`config.mk`:
```
export PLATFORM = sky130hd
export DESIGN_NAME = rtu_frame_receiver_top_flat
export DESIGN_NICKNAME = d
export VERILOG_FILES = /design/src/hw/rtl/rtu_pkg.sv /design/src/hw/rtl/rtu_if.sv /design/src/hw/rtl/rtu_frame_receiver_top.sv /design/src/hw/rtl/rtu_ram.sv /design/src/flat_wrapper.sv
export SDC_FILE = /design/constraint.sdc
export NUM_CORES = 2
export LEC_CHECK = 0
export ABC_CLOCK_PERIOD_IN_PS = 4600
export BUFFER_PORTS_ARGS = -buffer_cell sky130_fd_sc_hd__buf_2
export CAP_MARGIN = 20
export CELL_PAD_IN_SITES_DETAIL_PLACEMENT = 1
export CELL_PAD_IN_SITES_GLOBAL_PLACEMENT = 2
export CORE_MARGIN = 3
export CORE_UTILIZATION = 50
export CTS_CLUSTER_DIAMETER = 30
export DETAILED_ROUTE_END_ITERATION = 8
export PLACE_DENSITY_LB_ADDON = 0.1
export SYNTH_ARGS = -nofsm -noshare
export SYNTH_HDL_FRONTEND = slang
export SYNTH_SLANG_ARGS = --single-unit
export TNS_END_PERCENT = 100
```
`constraint.sdc`:
```
create_clock -name i_clk -period 4.6 [get_ports i_clk]
set_input_delay 0.23 -clock i_clk [delete_from_list [all_inputs] [get_ports i_clk]]
set_output_delay 0.23 -clock i_clk [all_outputs]
set_load 0.01 [all_outputs]
```
`src/hw/rtl/rtu_pkg.sv`:
```
// ----------------------------------------------------------------------------
// rtu_pkg: shared constants, types and functions for the RTU frame receiver
// Frame store geometry, operation and phase codes, CRC-16 fold.
// ----------------------------------------------------------------------------
package rtu_pkg;

    localparam int FRAME_BYTES = 256;
    localparam int ADDR_W      = $clog2(FRAME_BYTES);
    localparam int CNT_W       = $clog2(FRAME_BYTES + 1);
    localparam int BYTE_W      = 8;
    localparam int IDX_W       = 8;
    localparam int LEN_W       = 9;
    localparam int CRC_W       = 16;
    localparam int MIN_FRAME   = 5;

    localparam logic [CRC_W-1:0]  CRC_INIT = 16'hFFFF;
    localparam logic [CRC_W-1:0]  CRC_POLY = 16'hA001;
    localparam logic [BYTE_W-1:0] GAP_MAX  = 8'hFF;

    // operation codes
    localparam logic [1:0] OP_BYTE  = 2'd0;
    localparam logic [1:0] OP_TICK  = 2'd1;
    localparam logic [1:0] OP_READ  = 2'd2;
    localparam logic [1:0] OP_CLEAR = 2'd3;

    // receiver phases
    localparam logic [1:0] PH_IDLE = 2'd0;
    localparam logic [1:0] PH_RECV = 2'd1;
    localparam logic [1:0] PH_DONE = 2'd2;
    localparam logic [1:0] PH_ERR  = 2'd3;

    // fault codes
    localparam logic [1:0] FAULT_NONE  = 2'd0;
    localparam logic [1:0] FAULT_SHORT = 2'd1;
    localparam logic [1:0] FAULT_CRC   = 2'd2;

    // configuration port
    localparam int         APB_ADDR_W      = 3;
    localparam int         APB_DATA_W      = 32;
    localparam logic       REG_GAP_TIMEOUT = 1'b0;
    localparam logic [7:0] GAP_TIMEOUT_RST = 8'd4;

    typedef struct packed {
        logic [1:0]        phase;
        logic [1:0]        error_kind;
        logic [BYTE_W-1:0] slave_address;
        logic [BYTE_W-1:0] function_byte;
        logic [LEN_W-1:0]  frame_length;
        logic [CRC_W-1:0]  trailer_crc;
    } t_result;

    // Fold one byte into a reflected CRC-16, one bit per step
    function automatic logic [CRC_W-1:0] crc_fold(input logic [CRC_W-1:0] crc,
                                                  input logic [BYTE_W-1:0] b);
        logic [CRC_W-1:0] c;
        c = crc ^ {{(CRC_W-BYTE_W){1'b0}}, b};
        for (int k = 0; k < BYTE_W; k++) begin
            if (c[0]) begin
                c = (c >> 1) ^ CRC_POLY;
            end else begin
                c = c >> 1;
            end
        end
        return c;
    endfunction

endpackage

```
`src/hw/rtl/rtu_if.sv`:
```
// ----------------------------------------------------------------------------
// rtu_if: valid/ready channels of the RTU frame receiver
// Input operation channel and result channel.
// ----------------------------------------------------------------------------
interface rtu_in_if;
    logic       valid;
    logic       ready;
    logic [1:0] opcode;
    logic [7:0] rx_byte;
    logic [7:0] read_index;

    modport source (output valid, output opcode, output rx_byte, output read_index,
                    input ready);
    modport sink   (input valid, input opcode, input rx_byte, input read_index,
                    output ready);
endinterface

interface rtu_out_if;
    logic        valid;
    logic        ready;
    logic [1:0]  phase;
    logic [1:0]  error_kind;
    logic [7:0]  slave_address;
    logic [7:0]  function_byte;
    logic [8:0]  frame_length;
    logic [15:0] trailer_crc;
    logic [7:0]  read_data;

    modport source (output valid, output phase, output error_kind, output slave_address,
                    output function_byte, output frame_length, output trailer_crc,
                    output read_data, input ready);
    modport sink   (input valid, input phase, input error_kind, input slave_address,
                    input function_byte, input frame_length, input trailer_crc,
                    input read_data, output ready);
endinterface

```
`src/hw/rtl/rtu_frame_receiver_top.sv`:
```
// ----------------------------------------------------------------------------
// rtu_frame_receiver_top: RTU frame receiver with silent-gap framing
// Stores received bytes, ends a frame on a tick-counted gap, checks CRC-16.
// ----------------------------------------------------------------------------
// Usage
//   i_in carries one operation word per handshake: a received byte, a
//   millisecond tick, a buffer read or a clear. o_out returns exactly one
//   status word per operation word, in order: phase, error kind, address and
//   function bytes, length, trailer and the read byte.
//   An accepted word passes the s1 register, then the output register,
//   before o_out.valid shows its result. One word is taken every cycle while
//   the result pipe has room; the frame state updates in the accepting cycle,
//   so the next word follows at once. The frame store is a synchronous RAM
//   with one write (byte store) and one read (buffer read) port; its
//   registered read sets the two-stage pipeline. Any one word writes or reads
//   the RAM, never both.
//   If the result side stalls, the result pipe (two words deep) fills and then
//   i_in.ready drops until o_out.ready returns; nothing is lost.
//   gap_timeout_ms sits at APB byte address 0; the user must write it only
//   while idle (unchecked). Reset (synchronous, active low) empties the pipe,
//   returns to idle with no stored bytes and sets the gap timeout to 4. The
//   store needs no clearing pass: reads past the stored length return zero.
// ----------------------------------------------------------------------------
module rtu_frame_receiver_top (
    input  logic                             i_clk,
    input  logic                             i_rst_n,
    rtu_in_if.sink                           i_in,
    rtu_out_if.source                        o_out,
    input  logic                             psel,
    input  logic                             penable,
    input  logic                             pwrite,
    input  logic [rtu_pkg::APB_ADDR_W-1:0]   paddr,
    input  logic [rtu_pkg::APB_DATA_W-1:0]   pwdata,
    output logic [rtu_pkg::APB_DATA_W-1:0]   prdata,
    output logic                             pready
);

    // ---------------------------------------------------------------- config
    logic [7:0] r_gap_timeout;
    logic       cfg_wr;

    assign pready = 1'b1;
    assign cfg_wr = psel && penable && pwrite && pready;

    always_ff @(posedge i_clk) begin
        if (!i_rst_n) begin
            r_gap_timeout <= rtu_pkg::GAP_TIMEOUT_RST;
        end else if (cfg_wr && paddr[2] == rtu_pkg::REG_GAP_TIMEOUT) begin
            r_gap_timeout <= pwdata[7:0];
        end
    end

    assign prdata = (paddr[2] == rtu_pkg::REG_GAP_TIMEOUT) ?
                    {{(rtu_pkg::APB_DATA_W-8){1'b0}}, r_gap_timeout} : '0;

    // ---------------------------------------------------------- frame state
    logic [1:0]                  r_phase, n_phase;
    logic [rtu_pkg::CNT_W-1:0]   r_count, n_count;
    logic [7:0]                  r_gap,   n_gap;
    logic [rtu_pkg::CRC_W-1:0]   r_crc,   n_crc;
    logic [1:0]                  r_fault, n_fault;
    // first two and last two stored bytes, kept beside the RAM
    logic [7:0]                  r_byte0, n_byte0;
    logic [7:0]                  r_byte1, n_byte1;
    logic [7:0]                  r_last0, n_last0;
    logic [7:0]                  r_last1, n_last1;

    logic                        in_acc;
    logic                        s1_move;
    logic                        store;
    logic                        rd_hit;
    logic [rtu_pkg::ADDR_W-1:0]  store_addr;
    logic [rtu_pkg::CRC_W-1:0]   crc_base;
    logic [7:0]                  gap_inc;
    logic                        trailer_ok;
    logic [7:0]                  ram_q;
    rtu_pkg::t_result            s0_res;

    // result pipe: s1 waits for the RAM read, out is the output register
    logic                        r_s1_valid;
    logic                        r_s1_rd;
    rtu_pkg::t_result            r_s1_res;
    logic                        r_out_valid;
    rtu_pkg::t_result            r_out_res;
    logic [7:0]                  r_out_rdata;

    assign s1_move    = !r_out_valid || o_out.ready;
    assign i_in.ready = !r_s1_valid || s1_move;
    assign in_acc     = i_in.valid && i_in.ready;

    // idle restarts the frame at position zero
    assign store_addr = (r_phase == rtu_pkg::PH_IDLE) ? '0 : r_count[rtu_pkg::ADDR_W-1:0];
    assign crc_base   = (r_phase == rtu_pkg::PH_IDLE) ? rtu_pkg::CRC_INIT : r_crc;
    assign gap_inc    = (r_gap < rtu_pkg::GAP_MAX) ? r_gap + 8'd1 : r_gap;

    always_comb begin
        n_phase = r_phase;
        n_count = r_count;
        n_gap   = r_gap;
        n_crc   = r_crc;
        n_fault = r_fault;
        store   = 1'b0;
        rd_hit  = 1'b0;
        unique case (i_in.opcode)
            rtu_pkg::OP_BYTE: begin
                if (r_phase == rtu_pkg::PH_IDLE) begin
                    store   = 1'b1;
                    n_phase = rtu_pkg::PH_RECV;
                    n_count = rtu_pkg::CNT_W'(1);
                    n_fault = rtu_pkg::FAULT_NONE;
                end else if (r_phase == rtu_pkg::PH_RECV &&
                             r_count < rtu_pkg::CNT_W'(rtu_pkg::FRAME_BYTES)) begin
                    store   = 1'b1;
                    n_count = r_count + rtu_pkg::CNT_W'(1);
                end
                if (store) begin
                    n_gap = '0;
                    n_crc = rtu_pkg::crc_fold(crc_base, i_in.rx_byte);
                end
            end
            rtu_pkg::OP_TICK: begin
                if (r_phase == rtu_pkg::PH_RECV) begin
                    n_gap = gap_inc;
                    if (gap_inc >= r_gap_timeout) begin
                        if (r_count < rtu_pkg::CNT_W'(rtu_pkg::MIN_FRAME)) begin
                            n_phase = rtu_pkg::PH_ERR;
                            n_fault = rtu_pkg::FAULT_SHORT;
                        end else if (r_crc == '0) begin
                            n_phase = rtu_pkg::PH_DONE;
                            n_fault = rtu_pkg::FAULT_NONE;
                        end else begin
                            n_phase = rtu_pkg::PH_ERR;
                            n_fault = rtu_pkg::FAULT_CRC;
                        end
                    end
                end
            end
            rtu_pkg::OP_READ: begin
                rd_hit = rtu_pkg::LEN_W'(i_in.read_index) < rtu_pkg::LEN_W'(r_count);
            end
            rtu_pkg::OP_CLEAR: begin
                n_phase = rtu_pkg::PH_IDLE;
                n_count = '0;
                n_gap   = '0;
                n_crc   = rtu_pkg::CRC_INIT;
                n_fault = rtu_pkg::FAULT_NONE;
            end
        endcase
    end

    always_comb begin
        n_byte0 = r_byte0;
        n_byte1 = r_byte1;
        n_last0 = r_last0;
        n_last1 = r_last1;
        if (store) begin
            if (store_addr == rtu_pkg::ADDR_W'(0)) begin
                n_byte0 = i_in.rx_byte;
            end
            if (store_addr == rtu_pkg::ADDR_W'(1)) begin
                n_byte1 = i_in.rx_byte;
            end
            n_last0 = r_last1;
            n_last1 = i_in.rx_byte;
        end
    end

    // snapshot of the state after this word
    assign trailer_ok = (n_phase == rtu_pkg::PH_DONE ||
                         (n_phase == rtu_pkg::PH_ERR && n_fault == rtu_pkg::FAULT_CRC)) &&
                        n_count >= rtu_pkg::CNT_W'(2);

    always_comb begin
        s0_res.phase         = n_phase;
        s0_res.error_kind    = n_fault;
        s0_res.slave_address = (n_count >= rtu_pkg::CNT_W'(1)) ? n_byte0 : 8'd0;
        s0_res.function_byte = (n_count >= rtu_pkg::CNT_W'(2)) ? n_byte1 : 8'd0;
        s0_res.frame_length  = rtu_pkg::LEN_W'(n_count);
        s0_res.trailer_crc   = trailer_ok ? {n_last1, n_last0} : 16'd0;
    end

    always_ff @(posedge i_clk) begin
        if (!i_rst_n) begin
            r_phase <= rtu_pkg::PH_IDLE;
            r_count <= '0;
            r_gap   <= '0;
            r_crc   <= rtu_pkg::CRC_INIT;
            r_fault <= rtu_pkg::FAULT_NONE;
        end else if (in_acc) begin
            r_phase <= n_phase;
            r_count <= n_count;
            r_gap   <= n_gap;
            r_crc   <= n_crc;
            r_fault <= n_fault;
        end
    end

    always_ff @(posedge i_clk) begin
        if (in_acc) begin
            r_byte0 <= n_byte0;
            r_byte1 <= n_byte1;
            r_last0 <= n_last0;
            r_last1 <= n_last1;
        end
    end

    // ------------------------------------------------------------ frame RAM
    rtu_ram #(
        .WIDTH (8),
        .DEPTH (rtu_pkg::FRAME_BYTES)
    ) u_store (
        .i_clk   (i_clk),
        .i_we    (in_acc && store),
        .i_waddr (store_addr),
        .i_wdata (i_in.rx_byte),
        .i_re    (in_acc && rd_hit),
        .i_raddr (i_in.read_index[rtu_pkg::ADDR_W-1:0]),
        .o_rdata (ram_q)
    );

    // ---------------------------------------------------------- result pipe
    always_ff @(posedge i_clk) begin
        if (!i_rst_n) begin
            r_s1_valid  <= 1'b0;
            r_out_valid <= 1'b0;
        end else begin
            if (i_in.ready) begin
                r_s1_valid <= in_acc;
            end
            if (s1_move) begin
                r_out_valid <= r_s1_valid;
            end
        end
    end

    always_ff @(posedge i_clk) begin
        if (in_acc) begin
            r_s1_res <= s0_res;
            r_s1_rd  <= rd_hit;
        end
        // RAM output holds while s1 waits: no read is issued without acceptance
        if (s1_move && r_s1_valid) begin
            r_out_res   <= r_s1_res;
            r_out_rdata <= r_s1_rd ? ram_q : 8'd0;
        end
    end

    assign o_out.valid         = r_out_valid;
    assign o_out.phase         = r_out_res.phase;
    assign o_out.error_kind    = r_out_res.error_kind;
    assign o_out.slave_address = r_out_res.slave_address;
    assign o_out.function_byte = r_out_res.function_byte;
    assign o_out.frame_length  = r_out_res.frame_length;
    assign o_out.trailer_crc   = r_out_res.trailer_crc;
    assign o_out.read_data     = r_out_rdata;

    // ----------------------------------------------------------- assertions
    a_s1_hold: assert property (@(posedge i_clk) disable iff (!i_rst_n)
        r_s1_valid && !s1_move |=> r_s1_valid && $stable(r_s1_res))
        else $error("stalled result word lost or changed");

    a_count_bound: assert property (@(posedge i_clk) disable iff (!i_rst_n)
        r_count <= rtu_pkg::CNT_W'(rtu_pkg::FRAME_BYTES))
        else $error("byte count beyond frame store");

    a_idle_empty: assert property (@(posedge i_clk) disable iff (!i_rst_n)
        r_phase == rtu_pkg::PH_IDLE |-> r_count == '0 && r_fault == rtu_pkg::FAULT_NONE)
        else $error("idle with stored bytes or fault");

    a_done_len: assert property (@(posedge i_clk) disable iff (!i_rst_n)
        r_out_valid && r_out_res.phase == rtu_pkg::PH_DONE |->
            r_out_res.frame_length >= rtu_pkg::LEN_W'(rtu_pkg::MIN_FRAME) &&
            r_out_res.error_kind == rtu_pkg::FAULT_NONE)
        else $error("complete frame too short or flagged");

    a_no_rw_clash: assert property (@(posedge i_clk) disable iff (!i_rst_n)
        !(store && rd_hit))
        else $error("frame store written and read by one word");

endmodule

```
`src/hw/rtl/rtu_ram.sv`:
```
// ----------------------------------------------------------------------------
// rtu_ram: generic single-port-write, single-port-read RAM
// One write and one registered read per cycle.
// ----------------------------------------------------------------------------
module rtu_ram #(
    parameter int WIDTH = 8,
    parameter int DEPTH = 256
) (
    input  logic                     i_clk,
    input  logic                     i_we,
    input  logic [$clog2(DEPTH)-1:0] i_waddr,
    input  logic [WIDTH-1:0]         i_wdata,
    input  logic                     i_re,
    input  logic [$clog2(DEPTH)-1:0] i_raddr,
    output logic [WIDTH-1:0]         o_rdata
);

    logic [WIDTH-1:0] r_mem [DEPTH];
    logic [WIDTH-1:0] r_rdata;

    always_ff @(posedge i_clk) begin
        if (i_we) begin
            r_mem[i_waddr] <= i_wdata;
        end
        if (i_re) begin
            r_rdata <= r_mem[i_raddr];
        end
    end

    assign o_rdata = r_rdata;

endmodule
```
`src/flat_wrapper.sv`:
```
// flat-port wrapper written by rule: the top's interface ports become plain ports
module rtu_frame_receiver_top_flat 
  (i_clk, i_rst_n, psel, penable, pwrite, paddr, pwdata, prdata, pready, i_in_valid, i_in_opcode, i_in_rx_byte, i_in_read_index, i_in_ready, o_out_valid, o_out_phase, o_out_error_kind, o_out_slave_address, o_out_function_byte, o_out_frame_length, o_out_trailer_crc, o_out_read_data, o_out_ready);
  rtu_in_if i_in_i ();
  rtu_out_if o_out_i ();
  input  logic i_clk;
  input  logic i_rst_n;
  input  logic psel;
  input  logic penable;
  input  logic pwrite;
  input  logic [rtu_pkg::APB_ADDR_W-1:0] paddr;
  input  logic [rtu_pkg::APB_DATA_W-1:0] pwdata;
  output logic [rtu_pkg::APB_DATA_W-1:0] prdata;
  output logic pready;
  input wire logic [$bits(i_in_i.valid)-1:0] i_in_valid;
  input wire logic [$bits(i_in_i.opcode)-1:0] i_in_opcode;
  input wire logic [$bits(i_in_i.rx_byte)-1:0] i_in_rx_byte;
  input wire logic [$bits(i_in_i.read_index)-1:0] i_in_read_index;
  output wire logic [$bits(i_in_i.ready)-1:0] i_in_ready;
  output wire logic [$bits(o_out_i.valid)-1:0] o_out_valid;
  output wire logic [$bits(o_out_i.phase)-1:0] o_out_phase;
  output wire logic [$bits(o_out_i.error_kind)-1:0] o_out_error_kind;
  output wire logic [$bits(o_out_i.slave_address)-1:0] o_out_slave_address;
  output wire logic [$bits(o_out_i.function_byte)-1:0] o_out_function_byte;
  output wire logic [$bits(o_out_i.frame_length)-1:0] o_out_frame_length;
  output wire logic [$bits(o_out_i.trailer_crc)-1:0] o_out_trailer_crc;
  output wire logic [$bits(o_out_i.read_data)-1:0] o_out_read_data;
  input wire logic [$bits(o_out_i.ready)-1:0] o_out_ready;
  assign i_in_i.valid = i_in_valid;
  assign i_in_i.opcode = i_in_opcode;
  assign i_in_i.rx_byte = i_in_rx_byte;
  assign i_in_i.read_index = i_in_read_index;
  assign i_in_ready = i_in_i.ready;
  assign o_out_valid = o_out_i.valid;
  assign o_out_phase = o_out_i.phase;
  assign o_out_error_kind = o_out_i.error_kind;
  assign o_out_slave_address = o_out_i.slave_address;
  assign o_out_function_byte = o_out_i.function_byte;
  assign o_out_frame_length = o_out_i.frame_length;
  assign o_out_trailer_crc = o_out_i.trailer_crc;
  assign o_out_read_data = o_out_i.read_data;
  assign o_out_i.ready = o_out_ready;
  rtu_frame_receiver_top u_core (.i_clk(i_clk), .i_rst_n(i_rst_n), .i_in(i_in_i), .o_out(o_out_i), .psel(psel), .penable(penable), .pwrite(pwrite), .paddr(paddr), .pwdata(pwdata), .prdata(prdata), .pready(pready));
endmodule
```
==> out/metrics.yaml <==
status: "complete, no violations"
row_count: 152
die_h_um: 424
area_delta_synth_final_pct: 24.3
crit_required_ps: 5280
fin_area_um2: 108000
wl_per_cell_um: 30.8
viasPerCell: 5.92
fin_util_pct: 62.8
grt_overflow: 0
post_cts_resized: 0
num_vias: 43983
async_reset_ff_share_pct: 0
wl_um: 229000
dr.pass1.iters: 7
cp_data_arrival_time_ps: 4530
core_um2: 172000
num_io_pins: 148
grt_pass1_vias: 47054
ys_warn_count: 0
port_buffers: 96
grt_max_degree: 193
end_kind: "flop"
dp_slack_ps: 772
synthCells: 4031
irDropWorstVdd_mv: 0.608
drv_cap: 0
synthTopCellsByCount: "2187 x edfxtp_1, 640 x mux4_2, 336 x nor2_1"
drt_iter0_drc: 4614
netlist_area_um2: 87200
fin_skew_ps: 41.9
clock_path_buffers: 4
max_slew_margin_pct: 22.7
min_path_type: "primary input to flop"
detail-route-antenna-nets: 0
setup_ws_ps: 750
initial_core_util_pct: 50.6
p_leak_nw: 36.0
dieWidth_um: 424
p_total_mw: 56.9
worstPathMaxFanout: 16
synth_area_leaders: "edfxtp_1 75%, mux4_2 17%, nor2_1 1.4%"
yosysMostFrequentCell: "edfxtp_1"
layout.nets: 4832
drive_gt1_share_pct: 36.0
worstMarginPinSlew_ps: 1150
period_share_pct: 83.7
slew_violations: 0
hold_viol: 0
synth_ff_type: "edfxtp_1"
ys_seq_elements: 2234
cts_inserted_buffers: 456
synth_top_area_cell: "edfxtp_1"
seq_area_frac_synth_pct: 76.4
finalCriticalPeriod_ps: 3850
die_area_um2: 179000
cts_sinks: 2234
cts_tree: "done"
synth_cell_types: 63
routabilityCongestion: 0.801
power_density_nw_per_um2: 525
rsz0062_at_grt: "no"
postCtsSetupRepairBufs: 0
htreeDepth: 5
setup_viol: 0
setup_tns_ps: 0
netlist.area_leader.share_pct: 75.3
antenna_found_initial: 11
worstSetupPathType: "flop to flop"
clk_pin_slew_ps: 50
clockRootBuffer: "clkbuf_16"
hpwl_um: 134000
grt_usage_pct: 25.9
insertion_delay_ps: 960
synth_area_per_cell_um2: 21.6
max_freq_mhz: 260
synth_edf_count: 2187
placed_area_um2: 92700
crit_path_start_kind: "flop"
drc: 0
grt_pass1_wl_um: 335000
-- metal layers --
metal | track usage (%) | wire [um] | up-vias
li1 | - | - | 18251
met2 | 41.8 | 113000 | 1721
met5 | 0 | 0 | -
met1 | 36.4 | 94400 | 23648
met3 | 5.38 | 16400 | 363
met4 | 6.76 | 5160 | 0
-- flip-flops by register name, summed over array words and instances, names as in the netlist, 9 cells and up --
register                   flops
u_core.o_out.frame_length      9
u_core.r_count                 9
u_core.o_out.trailer_crc      16
u_core.u_store.r_mem        2048
u_core.r_s1_res               45
u_core.r_crc                  16
-- cells by family after synthesis --
group                      synth area share (%)
and+or+nand+nor                            2.98
AOI/OAI and AO/OA                          1.01
xor gates and xnor gates                  0.407
muxes                                      17.5
buffers and inverters                      1.44
other                                   0.00861
DFF                                        76.4
adders and majority gates                 0.301
-- area by class of cell --
cell class                      count  area (um2)
Antenna cell                        4        10.0
Multi-Input combinational cell   1531       19500
Clock buffer                      519       11800
Inverter                           41         156
Timing Repair Buffer              487        3980
Tap cell                         2310        2890
Fill cell                       13982       64100
Sequential cell                  2234       66600
Clock inverter                    308        3390
-- path summary, 6_finish.rpt --
| check | endpoint | slack [ps] | from | depth (start not counted) |
|---|---|---|---|---|
| max reg2reg | u_core.r_s1_res[5] | 750 | u_core.r_gap[0] | 16 |
| min | u_core.r_crc[0] | 70 | i_in_opcode[1] | 4 |
| max | u_core.r_s1_res[5] | 750 | u_core.r_gap[0] | 16 |
| min reg2reg | u_core.o_out.slave_address[3] | 420 | u_core.r_s1_res[36] | 0 |
-- power by group --
part	switching (mW)	leakage, nW	internal, mW
Clock	10.5	7.28	21.7
Sequential	0.0412	20.1	22.5
Combinational	1.28	8.61	0.820
-- timing repair --
item,CTS,global route
hold endpoints to repair,567,0
endpoints found under the setup margin,0,0
hold buffers,39,0
-- cell usage in the layout (no fill, tap or decap), types with 61 or more instances in the layout --
master and n:
buf_4 326, nor2_1 335, mux4_2 640, nand2_1 137
clkbuf_16 464, clkinvlp_4 64, buf_2 82, bufinv_16 61
edfxtp_1 2187, mux2i_1 80, clkinv_2 73
-- metrics by stage --
step / std cells / hold slack [ps]
after floorplan: 4054 / 329
after global placement: 6561 / 406
after detailed placement: 6562 / 406
after CTS: 7428 / 17.6
after global routing: 7430 / 94.3
final: 7434 / 70.6
-- critical path: stages, from the launching register on --
cell	delay [ps]
dfxtp_1	380
ha_1	220
nand2_1	100
nor2_1	200
nand3_1	280
nand4_1	210
xnor2_1	170
ha_1	290
a21o_1	180
a21o_1	170
a21oi_1	150
o31a_1	340
o221ai_1	220
o211ai_1	180
a21boi_1	200
buf_4	240
nor2_1	80
Note: power is estimated with default switching activity, not from simulation.
